## src/assert_macros.svh

```systemverilog
// Assertion macros for the RTL of the blob frame parser.
// Depends on nothing; included by files that carry concurrent checks.
`ifndef ASSERT_MACROS_SVH
`define ASSERT_MACROS_SVH

// same-cycle implication
`define CHK_SAME(label, clk, rst, cond, expr) \
   label: assert property (@(posedge clk) disable iff (rst) (cond) |-> (expr)) \
      else $error("assertion failed");

// next-cycle implication
`define CHK_NEXT(label, clk, rst, cond, expr) \
   label: assert property (@(posedge clk) disable iff (rst) (cond) |=> (expr)) \
      else $error("assertion failed");

`endif

```

## src/cbfp_pkg.sv

```systemverilog
// Package of the blob frame parser: sizes, sync bytes, codes, payload types and a little-endian word helper.
// Depends on nothing; used by the channel interfaces and the top level.
package cbfp_pkg;

   localparam int MAX_BLOBS    = 8;
   localparam int WINDOW_BYTES = 16;
   localparam int BLOCK_BYTES  = 14;
   localparam int FRAME_BYTES  = 16;

   localparam int WIN_LEN_W = $clog2(WINDOW_BYTES + 1);
   localparam int CNT_W     = $clog2(MAX_BLOBS + 1);
   localparam int IDX_W     = (MAX_BLOBS > 1) ? $clog2(MAX_BLOBS) : 1;
   localparam int ADDR_W    = IDX_W + 1;
   localparam int MEM_DEPTH = 2 ** ADDR_W;
   localparam int BLOB_W    = 64;

   localparam logic [7:0] SYNC_LO = 8'h55;
   localparam logic [7:0] SYNC_HI = 8'hAA;

   localparam logic REQ_BYTE = 1'b0;
   localparam logic REQ_READ = 1'b1;

   localparam logic [1:0] CLS_WAIT  = 2'd0;
   localparam logic [1:0] CLS_BAD   = 2'd1;
   localparam logic [1:0] CLS_FRAME = 2'd2;
   localparam logic [1:0] CLS_BLOCK = 2'd3;

   typedef struct packed {
      logic       req_type;
      logic [7:0] rx_byte;
      logic [7:0] read_index;
   } cbfp_req_type;

   typedef struct packed {
      logic        frame_swapped;
      logic        read_valid;
      logic [15:0] blob_x;
      logic [15:0] blob_y;
      logic [15:0] blob_width;
      logic [15:0] blob_height;
      logic [7:0]  read_side_count;
   } cbfp_rsp_type;

   function automatic logic [15:0] le_word(input logic [7:0] lo, input logic [7:0] hi);
      return {hi, lo};
   endfunction

endpackage

```

## src/cbfp_req_if.sv

```systemverilog
// Request channel of the blob frame parser: valid, ready and the request payload.
// Depends on cbfp_pkg.
interface cbfp_req_if;
   logic                    valid;
   logic                    ready;
   cbfp_pkg::cbfp_req_type  payload;

   modport source (output valid, output payload, input ready);
   modport sink (input valid, input payload, output ready);
endinterface

```

## src/cbfp_rsp_if.sv

```systemverilog
// Response channel of the blob frame parser: valid, ready and the response payload.
// Depends on cbfp_pkg.
interface cbfp_rsp_if;
   logic                    valid;
   logic                    ready;
   cbfp_pkg::cbfp_rsp_type  payload;

   modport source (output valid, output payload, input ready);
   modport sink (input valid, input payload, output ready);
endinterface

```

## src/camera_blob_frame_parser.sv

```systemverilog
// Camera blob frame parser: window, classifier, double-buffered blob memory.
// Depends on cbfp_pkg, cbfp_req_if, cbfp_rsp_if and assert_macros.svh.
//
// One request is taken per clock while the response side does not stall, and
// each gives exactly one response. A byte request updates the 16-byte sync
// window, checks the five-word checksum and appends the blob to the write bank
// of the blob memory in the cycle it is accepted; a read request addresses the
// read bank in that cycle, and its data passes the registered read of the blob
// memory and then the output register. Each request is a read or a byte, so a
// read and an append never fall in the same cycle and no interlock is needed.
`include "assert_macros.svh"

module camera_blob_frame_parser (
   input  logic       clock,
   input  logic       reset,
   cbfp_req_if.sink   req_chan,
   cbfp_rsp_if.source rsp_chan
);

   localparam int W = cbfp_pkg::WINDOW_BYTES;

   logic [7:0]                  win_ff [W];
   logic [7:0]                  win_in [W];
   logic [7:0]                  nw     [W];
   logic [cbfp_pkg::WIN_LEN_W-1:0] len_ff, len_in, len_eff, nl;
   logic [cbfp_pkg::CNT_W-1:0]  cnt_ff [2];
   logic [cbfp_pkg::CNT_W-1:0]  cnt_in [2];
   logic                        wb_ff, wb_in;

   logic [cbfp_pkg::BLOB_W-1:0] blob_mem [cbfp_pkg::MEM_DEPTH];
   logic [cbfp_pkg::BLOB_W-1:0] rd_data_ff;
   logic [cbfp_pkg::ADDR_W-1:0] rd_addr, wr_addr;
   logic [cbfp_pkg::BLOB_W-1:0] wr_data;
   logic                        rd_en, wr_en;

   logic                        acc, acc_byte, acc_read;
   logic [1:0]                  cls;
   logic [15:0]                 sum4, sum6;
   logic                        do_swap, do_app, app_frame;
   logic                        tgt_bank;
   logic [cbfp_pkg::CNT_W-1:0]  tgt_cnt;
   logic                        rvalid;
   logic [cbfp_pkg::CNT_W-1:0]  rcount;

   logic                        s1_valid_ff, s1_swap_ff, s1_rvalid_ff, s1_go;
   logic [cbfp_pkg::CNT_W-1:0]  s1_count_ff;
   logic                        out_valid_ff;
   cbfp_pkg::cbfp_rsp_type      out_ff;
   logic [cbfp_pkg::BLOB_W-1:0] blob_sel;

   assign s1_go          = s1_valid_ff && (!out_valid_ff || rsp_chan.ready);
   assign req_chan.ready = !s1_valid_ff || s1_go;
   assign acc            = req_chan.valid && req_chan.ready;
   assign acc_byte       = acc && (req_chan.payload.req_type == cbfp_pkg::REQ_BYTE);
   assign acc_read       = acc && (req_chan.payload.req_type == cbfp_pkg::REQ_READ);

   // insert the new byte; an overfull window starts over
   always_comb begin
      len_eff = (len_ff >= cbfp_pkg::WIN_LEN_W'(W)) ? '0 : len_ff;
      for (int i = 0; i < W; i++) begin
         if (cbfp_pkg::WIN_LEN_W'(i) == len_eff) begin
            nw[i] = req_chan.payload.rx_byte;
         end else if (len_ff >= cbfp_pkg::WIN_LEN_W'(W)) begin
            nw[i] = 8'h00;
         end else begin
            nw[i] = win_ff[i];
         end
      end
      nl = len_eff + 1'b1;
   end

   always_comb begin
      sum4 = cbfp_pkg::le_word(nw[4], nw[5]) + cbfp_pkg::le_word(nw[6], nw[7])
           + cbfp_pkg::le_word(nw[8], nw[9]) + cbfp_pkg::le_word(nw[10], nw[11])
           + cbfp_pkg::le_word(nw[12], nw[13]);
      sum6 = cbfp_pkg::le_word(nw[6], nw[7]) + cbfp_pkg::le_word(nw[8], nw[9])
           + cbfp_pkg::le_word(nw[10], nw[11]) + cbfp_pkg::le_word(nw[12], nw[13])
           + cbfp_pkg::le_word(nw[14], nw[15]);
   end

   always_comb begin
      priority if (nw[0] != cbfp_pkg::SYNC_LO) begin
         cls = cbfp_pkg::CLS_BAD;
      end else if (nl >= cbfp_pkg::WIN_LEN_W'(2) && nw[1] != cbfp_pkg::SYNC_HI) begin
         cls = cbfp_pkg::CLS_BAD;
      end else if (nl < cbfp_pkg::WIN_LEN_W'(cbfp_pkg::BLOCK_BYTES)) begin
         cls = cbfp_pkg::CLS_WAIT;
      end else if (nw[2] == cbfp_pkg::SYNC_LO && nw[3] == cbfp_pkg::SYNC_HI) begin
         if (nl < cbfp_pkg::WIN_LEN_W'(cbfp_pkg::FRAME_BYTES)) begin
            cls = cbfp_pkg::CLS_WAIT;
         end else begin
            cls = (cbfp_pkg::le_word(nw[4], nw[5]) == sum6) ?
                  cbfp_pkg::CLS_FRAME : cbfp_pkg::CLS_BAD;
         end
      end else begin
         cls = (cbfp_pkg::le_word(nw[2], nw[3]) == sum4) ?
               cbfp_pkg::CLS_BLOCK : cbfp_pkg::CLS_BAD;
      end
   end

   // swap, append and window update
   always_comb begin
      do_swap   = acc_byte && (cls == cbfp_pkg::CLS_FRAME || cls == cbfp_pkg::CLS_BAD)
                  && (cnt_ff[wb_ff] != '0);
      tgt_bank  = do_swap ? ~wb_ff : wb_ff;
      tgt_cnt   = do_swap ? '0 : cnt_ff[wb_ff];
      app_frame = (cls == cbfp_pkg::CLS_FRAME);
      do_app    = acc_byte && (app_frame || cls == cbfp_pkg::CLS_BLOCK)
                  && (tgt_cnt < cbfp_pkg::CNT_W'(cbfp_pkg::MAX_BLOBS));
      wr_en     = do_app;
      wr_addr   = {tgt_bank, tgt_cnt[cbfp_pkg::IDX_W-1:0]};
      if (app_frame) begin
         wr_data = {cbfp_pkg::le_word(nw[14], nw[15]), cbfp_pkg::le_word(nw[12], nw[13]),
                    cbfp_pkg::le_word(nw[10], nw[11]), cbfp_pkg::le_word(nw[8], nw[9])};
      end else begin
         wr_data = {cbfp_pkg::le_word(nw[12], nw[13]), cbfp_pkg::le_word(nw[10], nw[11]),
                    cbfp_pkg::le_word(nw[8], nw[9]), cbfp_pkg::le_word(nw[6], nw[7])};
      end

      wb_in     = do_swap ? ~wb_ff : wb_ff;
      cnt_in[0] = cnt_ff[0];
      cnt_in[1] = cnt_ff[1];
      if (do_swap) begin
         cnt_in[tgt_bank] = '0;
      end
      if (do_app) begin
         cnt_in[tgt_bank] = tgt_cnt + 1'b1;
      end

      win_in = win_ff;
      len_in = len_ff;
      if (acc_byte) begin
         unique case (cls)
            cbfp_pkg::CLS_WAIT: begin
               win_in = nw;
               len_in = nl;
            end
            cbfp_pkg::CLS_BAD: begin
               for (int i = 0; i < W - 1; i++) begin
                  win_in[i] = nw[i + 1];
               end
               win_in[W-1] = 8'h00;
               len_in = nl - 1'b1;
            end
            default: begin
               for (int i = 0; i < W; i++) begin
                  win_in[i] = 8'h00;
               end
               len_in = '0;
            end
         endcase
      end
   end

   // read side lookup
   always_comb begin
      rvalid  = acc_read
                && (req_chan.payload.read_index < 8'(cbfp_pkg::MAX_BLOBS))
                && (req_chan.payload.read_index < 8'(cnt_ff[~wb_ff]));
      rd_en   = acc_read;
      rd_addr = {~wb_ff, req_chan.payload.read_index[cbfp_pkg::IDX_W-1:0]};
      rcount  = cnt_ff[~wb_in];
   end

   always_ff @(posedge clock) begin
      if (wr_en) begin
         blob_mem[wr_addr] <= wr_data;
      end
      if (rd_en) begin
         rd_data_ff <= blob_mem[rd_addr];
      end
   end

   always_ff @(posedge clock) begin
      if (reset) begin
         for (int i = 0; i < W; i++) begin
            win_ff[i] <= 8'h00;
         end
         len_ff    <= '0;
         cnt_ff[0] <= '0;
         cnt_ff[1] <= '0;
         wb_ff     <= 1'b0;
      end else begin
         win_ff    <= win_in;
         len_ff    <= len_in;
         cnt_ff[0] <= cnt_in[0];
         cnt_ff[1] <= cnt_in[1];
         wb_ff     <= wb_in;
      end
   end

   always_ff @(posedge clock) begin
      if (reset) begin
         s1_valid_ff <= 1'b0;
      end else if (acc) begin
         s1_valid_ff <= 1'b1;
      end else if (s1_go) begin
         s1_valid_ff <= 1'b0;
      end
   end

   always_ff @(posedge clock) begin
      if (acc) begin
         s1_swap_ff   <= do_swap;
         s1_rvalid_ff <= rvalid;
         s1_count_ff  <= (cbfp_pkg::CNT_W)'(rcount);
      end
   end

   assign blob_sel = s1_rvalid_ff ? rd_data_ff : '0;

   always_ff @(posedge clock) begin
      if (reset) begin
         out_valid_ff <= 1'b0;
      end else if (s1_go) begin
         out_valid_ff <= 1'b1;
      end else if (rsp_chan.ready) begin
         out_valid_ff <= 1'b0;
      end
   end

   always_ff @(posedge clock) begin
      if (s1_go) begin
         out_ff.frame_swapped   <= s1_swap_ff;
         out_ff.read_valid      <= s1_rvalid_ff;
         out_ff.blob_x          <= blob_sel[15:0];
         out_ff.blob_y          <= blob_sel[31:16];
         out_ff.blob_width      <= blob_sel[47:32];
         out_ff.blob_height     <= blob_sel[63:48];
         out_ff.read_side_count <= 8'(s1_count_ff);
      end
   end

   assign rsp_chan.valid   = out_valid_ff;
   assign rsp_chan.payload = out_ff;

   `CHK_NEXT(a_swap_flips_bank, clock, reset, do_swap, wb_ff != $past(wb_ff))
   `CHK_NEXT(a_held_read_data, clock, reset, s1_valid_ff && s1_rvalid_ff && !s1_go,
             $stable(rd_data_ff))
   `CHK_NEXT(a_window_not_full, clock, reset, acc_byte,
             len_ff < cbfp_pkg::WIN_LEN_W'(cbfp_pkg::WINDOW_BYTES))
   `CHK_SAME(a_count_bound, clock, reset, acc_read,
             cnt_ff[~wb_ff] <= cbfp_pkg::CNT_W'(cbfp_pkg::MAX_BLOBS))

endmodule
```

## src/flat_wrapper.sv

```systemverilog
// flat-port wrapper written by rule: the top's interface ports become plain ports
module camera_blob_frame_parser_flat 
  (clock, reset, req_chan_valid, req_chan_payload, req_chan_ready, rsp_chan_valid, rsp_chan_payload, rsp_chan_ready);
  cbfp_req_if req_chan_i ();
  cbfp_rsp_if rsp_chan_i ();
  input  logic clock;
  input  logic reset;
  input wire logic [$bits(req_chan_i.valid)-1:0] req_chan_valid;
  input wire logic [$bits(req_chan_i.payload)-1:0] req_chan_payload;
  output wire logic [$bits(req_chan_i.ready)-1:0] req_chan_ready;
  output wire logic [$bits(rsp_chan_i.valid)-1:0] rsp_chan_valid;
  output wire logic [$bits(rsp_chan_i.payload)-1:0] rsp_chan_payload;
  input wire logic [$bits(rsp_chan_i.ready)-1:0] rsp_chan_ready;
  assign req_chan_i.valid = req_chan_valid;
  assign req_chan_i.payload = req_chan_payload;
  assign req_chan_ready = req_chan_i.ready;
  assign rsp_chan_valid = rsp_chan_i.valid;
  assign rsp_chan_payload = rsp_chan_i.payload;
  assign rsp_chan_i.ready = rsp_chan_ready;
  camera_blob_frame_parser u_core (.clock(clock), .reset(reset), .req_chan(req_chan_i), .rsp_chan(rsp_chan_i));
endmodule
```

## config.mk

```make
export PLATFORM = sky130hd
export DESIGN_NAME = camera_blob_frame_parser_flat
export DESIGN_NICKNAME = d
export VERILOG_FILES = /design/src/cbfp_pkg.sv /design/src/cbfp_req_if.sv /design/src/cbfp_rsp_if.sv /design/src/camera_blob_frame_parser.sv /design/src/flat_wrapper.sv
export VERILOG_INCLUDE_DIRS = /design/src /design/src/src
export SDC_FILE = /design/constraint.sdc
export NUM_CORES = 2
export LEC_CHECK = 0
export BUFFER_PORTS_ARGS = -buffer_cell sky130_fd_sc_hd__clkbuf_2
export CORE_MARGIN = 5
export CORE_UTILIZATION = 54
export CTS_CLUSTER_SIZE = 8
export DETAILED_ROUTE_END_ITERATION = 6
export PLACE_DENSITY_LB_ADDON = 0.1
export SLEW_MARGIN = 20
export SYNTH_ARGS = -nofsm -noshare
export SYNTH_HDL_FRONTEND = slang
export SYNTH_SLANG_ARGS = --single-unit
```

## constraint.sdc

```tcl
create_clock -name clock -period 18.5 [get_ports clock]
set_input_delay 3.7 -clock clock [delete_from_list [all_inputs] [get_ports clock]]
set_output_delay 3.7 -clock clock [all_outputs]
set_load 0.1 [all_outputs]
```

# After elaboration in Yosys (flattened, before gate mapping)
# Memories as Yosys holds them, arrays and structs flattened. A register that Yosys moved wholly into a read port is not among the register bits.
# Index checks and enable logic that the tools add are counted.
[word_totals] reg_bits=208 latch_bits=0 ram_bits=1032 rom_bits=0 input_bits=21 output_inout_bits=76 word_cells=169 mem_count=2
[classes] add_sub_neg=11 multipliers=0 div_mod_pow=0 magnitude_cmp=9 n_eq_ne=24 shift=0 muxes=62 n_bitwise=8 n_reduce_logical=24
[memory_table] memory="u_core.blob_mem" words=16 word_bits=64 rd=1 rd_clocked_by_memory_dff=1 wr=1 line_no="camera_blob_frame_parser.sv:30" text="logic [cbfp_pkg::BLOB_W-1:0] blob_mem [cbfp_pkg::MEM_DEPTH];"
[memory_table] memory="u_core.cnt_ff" words=2 word_bits=4 rd=5 rd_clocked_by_memory_dff=2 wr=2 line_no="camera_blob_frame_parser.sv:26" text="logic [cbfp_pkg::CNT_W-1:0] cnt_ff [2];"
[op_table] op="$mux W8" count=34
[op_table] op="$pmux W128 S2" count=1
[op_table] op="$add A16 B16 Y16" count=8
[op_table] op="$mux W64" count=1
[op_table] op="$eq A4 B5 Y1 const A" count=8
[op_table] op="$eq A16 B16 Y1" count=2
[op_table] op="$eq A3 B5 Y1 const A" count=4
[op_table] op="$mux W4" count=4
[op_table] op="$mux W2" count=7
[op_table] op="$logic_and A1 B1 Y1" count=13
[op_table] op="$mux W1" count=11
[op_table] op="$eq A2 B5 Y1 const A" count=2
[op_table] op="$pmux W5 S2" count=1
[op_table] op="$and A8 B8 Y8" count=1
[op_table] op="$bwmux W8" count=1
[op_table] op="$eq A8 B7 Y1 const B" count=1
[op_table] op="$eq A8 B8 Y1 const B" count=1
[op_table] op="$lt A8 B4 Y1" count=1
[op_table] op="$lt A8 B4 Y1 const B" count=1
[op_table] op="$ne A8 B7 Y1 const B" count=1
[op_table] op="$ne A8 B8 Y1 const B" count=1
[op_table] op="$not A8 Y8" count=1
[op_table] op="$add A5 B1 Y5 const B" count=1
[op_table] op="$eq A1 B5 Y1 const A" count=1
[op_table] op="other kinds (22)" count=31

# Depth between registers and ports, before layout
[logic_depth] ltp_word=31 ltp_mapped=44

# Worst setup path before layout
# Ideal clock, no wire load.
[synth_timing] path_type="input to register" startpoint="in req_chan_payload[9]" endpoint="mem u_core.blob_mem[15][0] in the netlist's numbering, enable pin" setup_time_ps=487 arrival_ps=12405 required_ps=18013 slack_ps=5609 stages=29 path_cell_list="clkbuf_1 clkbuf_1 nand2_1 o21ai_1 inv_1 fa_1 fa_1 fa_1 inv_1 ha_1 inv_1 fa_1 nor2b_1 o31a_1 o41ai_1 xnor2_1 a2111oi_2 nand4_1 a2111o_1 o41a_1 ha_1 nor2_1 nand2_1 clkbuf_1 nand2b_1 inv_1 ha_1 nand2_1 nor2_1"
[synth_via] elab_chain_cells=21 elab_cells_between_ends=53
[synth_lines] element="start, declared" line_no="flat_wrapper.sv:9" text="input wire logic [$bits(req_chan_i.payload)-1:0] req_chan_payload;"
[synth_lines] element="$mux W8" line_no="camera_blob_frame_parser.sv:61" text="if (cbfp_pkg::WIN_LEN_W'(i) == len_eff) begin"
[synth_lines] element="$add A16 B16 Y16" line_no="camera_blob_frame_parser.sv:76" text="sum6 = cbfp_pkg::le_word(nw[6], nw[7]) + cbfp_pkg::le_word(nw[8], nw[9])"
[synth_lines] element="$add A16 B16 Y16 (2 in a row)" line_no="camera_blob_frame_parser.sv:77" text="+ cbfp_pkg::le_word(nw[10], nw[11]) + cbfp_pkg::le_word(nw[12], nw[13])"
[synth_lines] element="$add A16 B16 Y16" line_no="camera_blob_frame_parser.sv:78" text="+ cbfp_pkg::le_word(nw[14], nw[15]);"
[synth_lines] element="$eq A16 B16 Y1" line_no="camera_blob_frame_parser.sv:92" text="cls = (cbfp_pkg::le_word(nw[4], nw[5]) == sum6) ?"
[synth_lines] element="$mux W2" line_no="camera_blob_frame_parser.sv:92"
[synth_lines] element="$mux W2" line_no="camera_blob_frame_parser.sv:89" text="if (nl < cbfp_pkg::WIN_LEN_W'(cbfp_pkg::FRAME_BYTES)) begin"
[synth_lines] element="$mux W2" line_no="camera_blob_frame_parser.sv:88" text="end else if (nw[2] == cbfp_pkg::SYNC_LO && nw[3] == cbfp_pkg::SYNC_HI) begin"
[synth_lines] element="[4 not listed]"
[synth_lines] element="$logic_or A1 B1 Y1" line_no="camera_blob_frame_parser.sv:103" text="do_swap = acc_byte && (cls == cbfp_pkg::CLS_FRAME || cls == cbfp_pkg::CLS_BAD)"
[synth_lines] element="$logic_and A1 B1 Y1" line_no="camera_blob_frame_parser.sv:103"
[synth_lines] element="$logic_and A1 B1 Y1" line_no="camera_blob_frame_parser.sv:104" text="&& (cnt_ff[wb_ff] != '0);"
[synth_lines] element="$mux W4" line_no="camera_blob_frame_parser.sv:106" text="tgt_cnt = do_swap ? '0 : cnt_ff[wb_ff];"
[synth_lines] element="$lt A4 B4 Y1" line_no="camera_blob_frame_parser.sv:109" text="&& (tgt_cnt < cbfp_pkg::CNT_W'(cbfp_pkg::MAX_BLOBS));"
[synth_lines] element="$logic_and A1 B1 Y1" line_no="camera_blob_frame_parser.sv:109"
[synth_lines] element="$mux W1" line_no="camera_blob_frame_parser.sv:166" text="if (wr_en) begin"
[synth_lines] element="$mux W1 (implied by the code)" line_no="camera_blob_frame_parser.sv:167" text="blob_mem[wr_addr] <= wr_data;"
[synth_lines] element="end, declared" line_no="camera_blob_frame_parser.sv:30"
# Every way passes the cells marked *; elsewhere a longest branch is shown, timed or not.

# Worst setup path in the final report
[layout_timing] startpoint="in req_chan_payload[9]" endpoint="mem u_core.blob_mem[7][39] in the netlist's numbering, enable pin"
# The elaborated chain is that of the path after synthesis.

==> results.md <==
* Hpwl dp at 86240 um
* Fin. max-slew vios at 0
* Hold_sp: u_core.s1_count_ff[2]
* Drt drc at 2
* R2r startpoint: u_core.len_ff[4]
* Port Buf Inserts at 92
* Worst VDD drop at around 0.07 mV
* Worst EP required at 18.88 ns
* Final Hold Viols at 0
* Fmax at just over 0.08 GHz
* First-pass GRT wire length at 213500 um
* Clock transition at path regs at 0.05 ns
* Via-to-Cell Ratio at 6.339
* Mapped Cells at 3443
* Total Routing Usage GR at 25.87%
* Clock Sink Count at 1308
* Longest Clk Path Bufs at 3
* Commonest cells after routing, fill and taps aside: 1164 x edfxtp_1, 320 x mux4_2, 228 x nand2_1, 215 x nor2_1, 185 x clkbuf_16
* Drt first pass iters at 7
* Leakage at 22.07 nW
* Vias in the first global route at 32259
* Share of cells above drive strength 1 at 21.46%
* RePlAce Congestion at between 0.9 and 1
* Async SR Flop Fraction at 0%
* CTS tree: yes
* Slew @ Worst Pin at 1.263 ns
* Seq cells post-synth at ~1300
* Routed WL at ~140000 um
* Post-CTS Setup Inserts at 0
* Post-synth EDFFs at 1164
* # IOs at 97
* MaxCap Viol Count at 0
* Final worst path period share at 66.94%
* Cts hold-fix bufs at 0
* Synth warn at 0
* Fin nets at around 3700
* CTS H-Tree Depth at 4
* Pwr/cell area at 107.5 nW/um^2
* Final Skew at 0.02946 ns
* Syn_area_per_cell at between 15 and 20 um^2
* Reg-to-reg slack, setup at roughly 6.4 ns
* CP max FO at 63
* Iteration-0 DRC Markers at 3364
* Setup TNS Final at 0 ns
* Area Growth Syn to Fin at 13.06%
* Fin crit period at 12.38 ns
* Failing checks: DRC
* Synthesized cell area at roughly 56000 um^2
* Largest net degree at the start of global routing at 110
* Max-slew headroom at approximately 16%
* Vias at 31824
* Top_reg_cell synth: edfxtp_1
* Post-synthesis sequential area ratio at 67.19%
* WL/cell at 28.50 um
* Worst Hold Depth at 0
* Hold Path Class: register to register
* # rows at 118
* Most common cell after layout, fill and taps aside: edfxtp_1
* Hold_ws at 0.4237 ns
* Number of distinct library cells after synthesis at 75
* Final ANT Viol Nets at 0
* Cts repair resizes at 0
* Clock Latency Late Sink at 0.77 ns
* CP Capture Type: register
* Core region area at between 100000 and 150000 um^2
* RSZ-0062 raised after global routing: no
* Die width at 332.9 um
* Util after Layout at 61.52%
* Status: complete, but fails checks
* Worst r2r dst: u_core.blob_mem[7][39]
* Total die area at approximately 110000 um^2
* Crit path launch type: primary input
* CTS buffer count at 182
* Critical path arrival at 12.77 ns
* Initial Utilization at 54.41%
* Clock Tree Root: clkbuf_16
* Crit Path Class: primary input to register
* Die height at about 330 um
* Setup violators final at 0
* Hold EP: u_core.rsp_chan.payload[2]
* Initial antenna violation count at 0
* Reg2reg path depth at 28
* GR Overflow Total at 0
worst max-delay path: stages:
cell,delay (ns)
clkbuf_2,0.41
nand2_1,0.11
o21ai_1,0.26
inv_1,0.16
fa_1,0.60
fa_1,0.45
fa_1,0.49
inv_1,0.05
ha_1,0.20
inv_1,0.09
fa_1,0.21
nor2b_1,0.07
o31a_1,0.28
o41ai_1,0.53
xnor2_1,0.17
a2111oi_2,0.30
nand4_1,0.19
a2111o_1,0.49
o41ai_1,0.61
ha_4,0.74
o21ai_0,0.21
nor2_1,0.30
nand2_1,0.37
nor2_4,0.57
buf_4,0.50
buf_4,0.59
layer usage:
layer,up-vias,part of all wire (%),wire [um],global-route usage (%)
met5,-,0,0,0
met2,1361,49,69750,41.80
met1,16629,41,59080,36.57
li1,13586,-,-,-
met4,0,3.3,4760,8.519
met3,248,6.6,9462,4.367
flip-flops by register name, indices dropped and copies added (netlist names):
signal                   cells
u_core.blob_mem           1024
u_core.cnt_ff                8
u_core.len_ff                5
u_core.rd_data_ff           64
u_core.rsp_chan.payload     70
u_core.rsp_chan.valid        1
u_core.s1_count_ff           4
u_core.s1_rvalid_ff          1
u_core.s1_swap_ff            1
u_core.s1_valid_ff           1
u_core.wb_ff                 1
u_core.win_ff              128
stage by stage:
| step | area [um^2] | total power, mW | std cells | setup slack [ns] |
|---|---|---|---|---|
| after global routing | 63670 | 7.090 | 5019 | 5.851 |
| after global placement | 58510 | 3.925 | 4772 | 5.675 |
| after detailed placement | 58540 | 3.934 | 4772 | 5.545 |
| final | 63670 | 6.847 | 5020 | 6.117 |
| after CTS | 63560 | 6.906 | 5016 | 6.347 |
| after floorplan | 56330 | 3.757 | 3446 | 5.609 |
cell usage after synthesis, types with 5 or more instances:
master / n / area, um^2
edfxtp_1: 1164 / 34950
mux4_2: 320 / 7207
nor2_1: 231 / 867.1
nand2_1: 228 / 855.8
clkbuf_1: 184 / 690.7
inv_1: 155 / 581.8
dfxtp_1: 144 / 2883
a221oi_1: 120 / 1051
nor3_1: 118 / 590.6
a21oi_1: 106 / 530.5
fa_1: 88 / 1762
o21ai_0: 69 / 345.3
and2_1: 65 / 406.6
ha_1: 48 / 600.6
xnor2_1: 42 / 367.9
buf_1: 39 / 146.4
o21ai_1: 34 / 170.2
a211oi_1: 26 / 195.2
mux2i_1: 25 / 250.2
o21a_1: 20 / 150.1
nand2b_1: 19 / 118.9
nand3_1: 18 / 90.09
o32ai_1: 16 / 140.1
xor2_1: 14 / 122.6
mux2_2: 11 / 123.9
and3_1: 10 / 62.56
a21o_1: 9 / 67.56
nor2b_1: 9 / 56.30
nand4_1: 8 / 50.05
nor4_1: 8 / 50.05
a32o_1: 7 / 70.07
a31oi_1: 6 / 37.54
buf_2: 6 / 30.03
buf_6: 6 / 67.56
and3b_1: 5 / 43.79
buf_4: 5 / 37.54
worst max path at each step:
stage / cells past startpoint / startpoint / to
4_1_cts: 26 / req_chan_payload[9] / u_core.blob_mem[7][40]
2_1_floorplan: 29 / req_chan_payload[9] / u_core.blob_mem[15][0]
3_3_place_gp: 27 / req_chan_payload[9] / u_core.blob_mem[7][61]
5_1_grt: 26 / req_chan_payload[9] / u_core.blob_mem[7][39]
6_report: 26 / req_chan_payload[9] / u_core.blob_mem[7][39]
3_5_place_dp: 26 / req_chan_payload[9] / u_core.blob_mem[7][44]
where the power goes:
part,internal [mW],total (mW),switching [mW]
combinational,0.216,0.614,0.398
sequential,3.26,3.27,0.0126
clock,1.79,2.96,1.17
total,5.27,6.85,1.58
final cells by class:
cell class	count	area, um^2
repair buffers	189	1277
multi-input cells	1742	17220
inverters	156	585.6
flip-flops and latches	1308	37840
diodes	1	2.502
clock inverters	13	207.7
fillers	7422	39830
well taps	1380	1727
clock buffers	231	4812
cell families after synthesis:
logic type	share of synthesized area (%)
flops	67.19
simple gates	6.061
compound gates	5.406
buf+inv	2.766
mux	13.46
fa+ha+maj	4.195
xor+xnor	0.9109
other cells	0.01334
No activity file was read; power rests on OpenSTA's default activity.
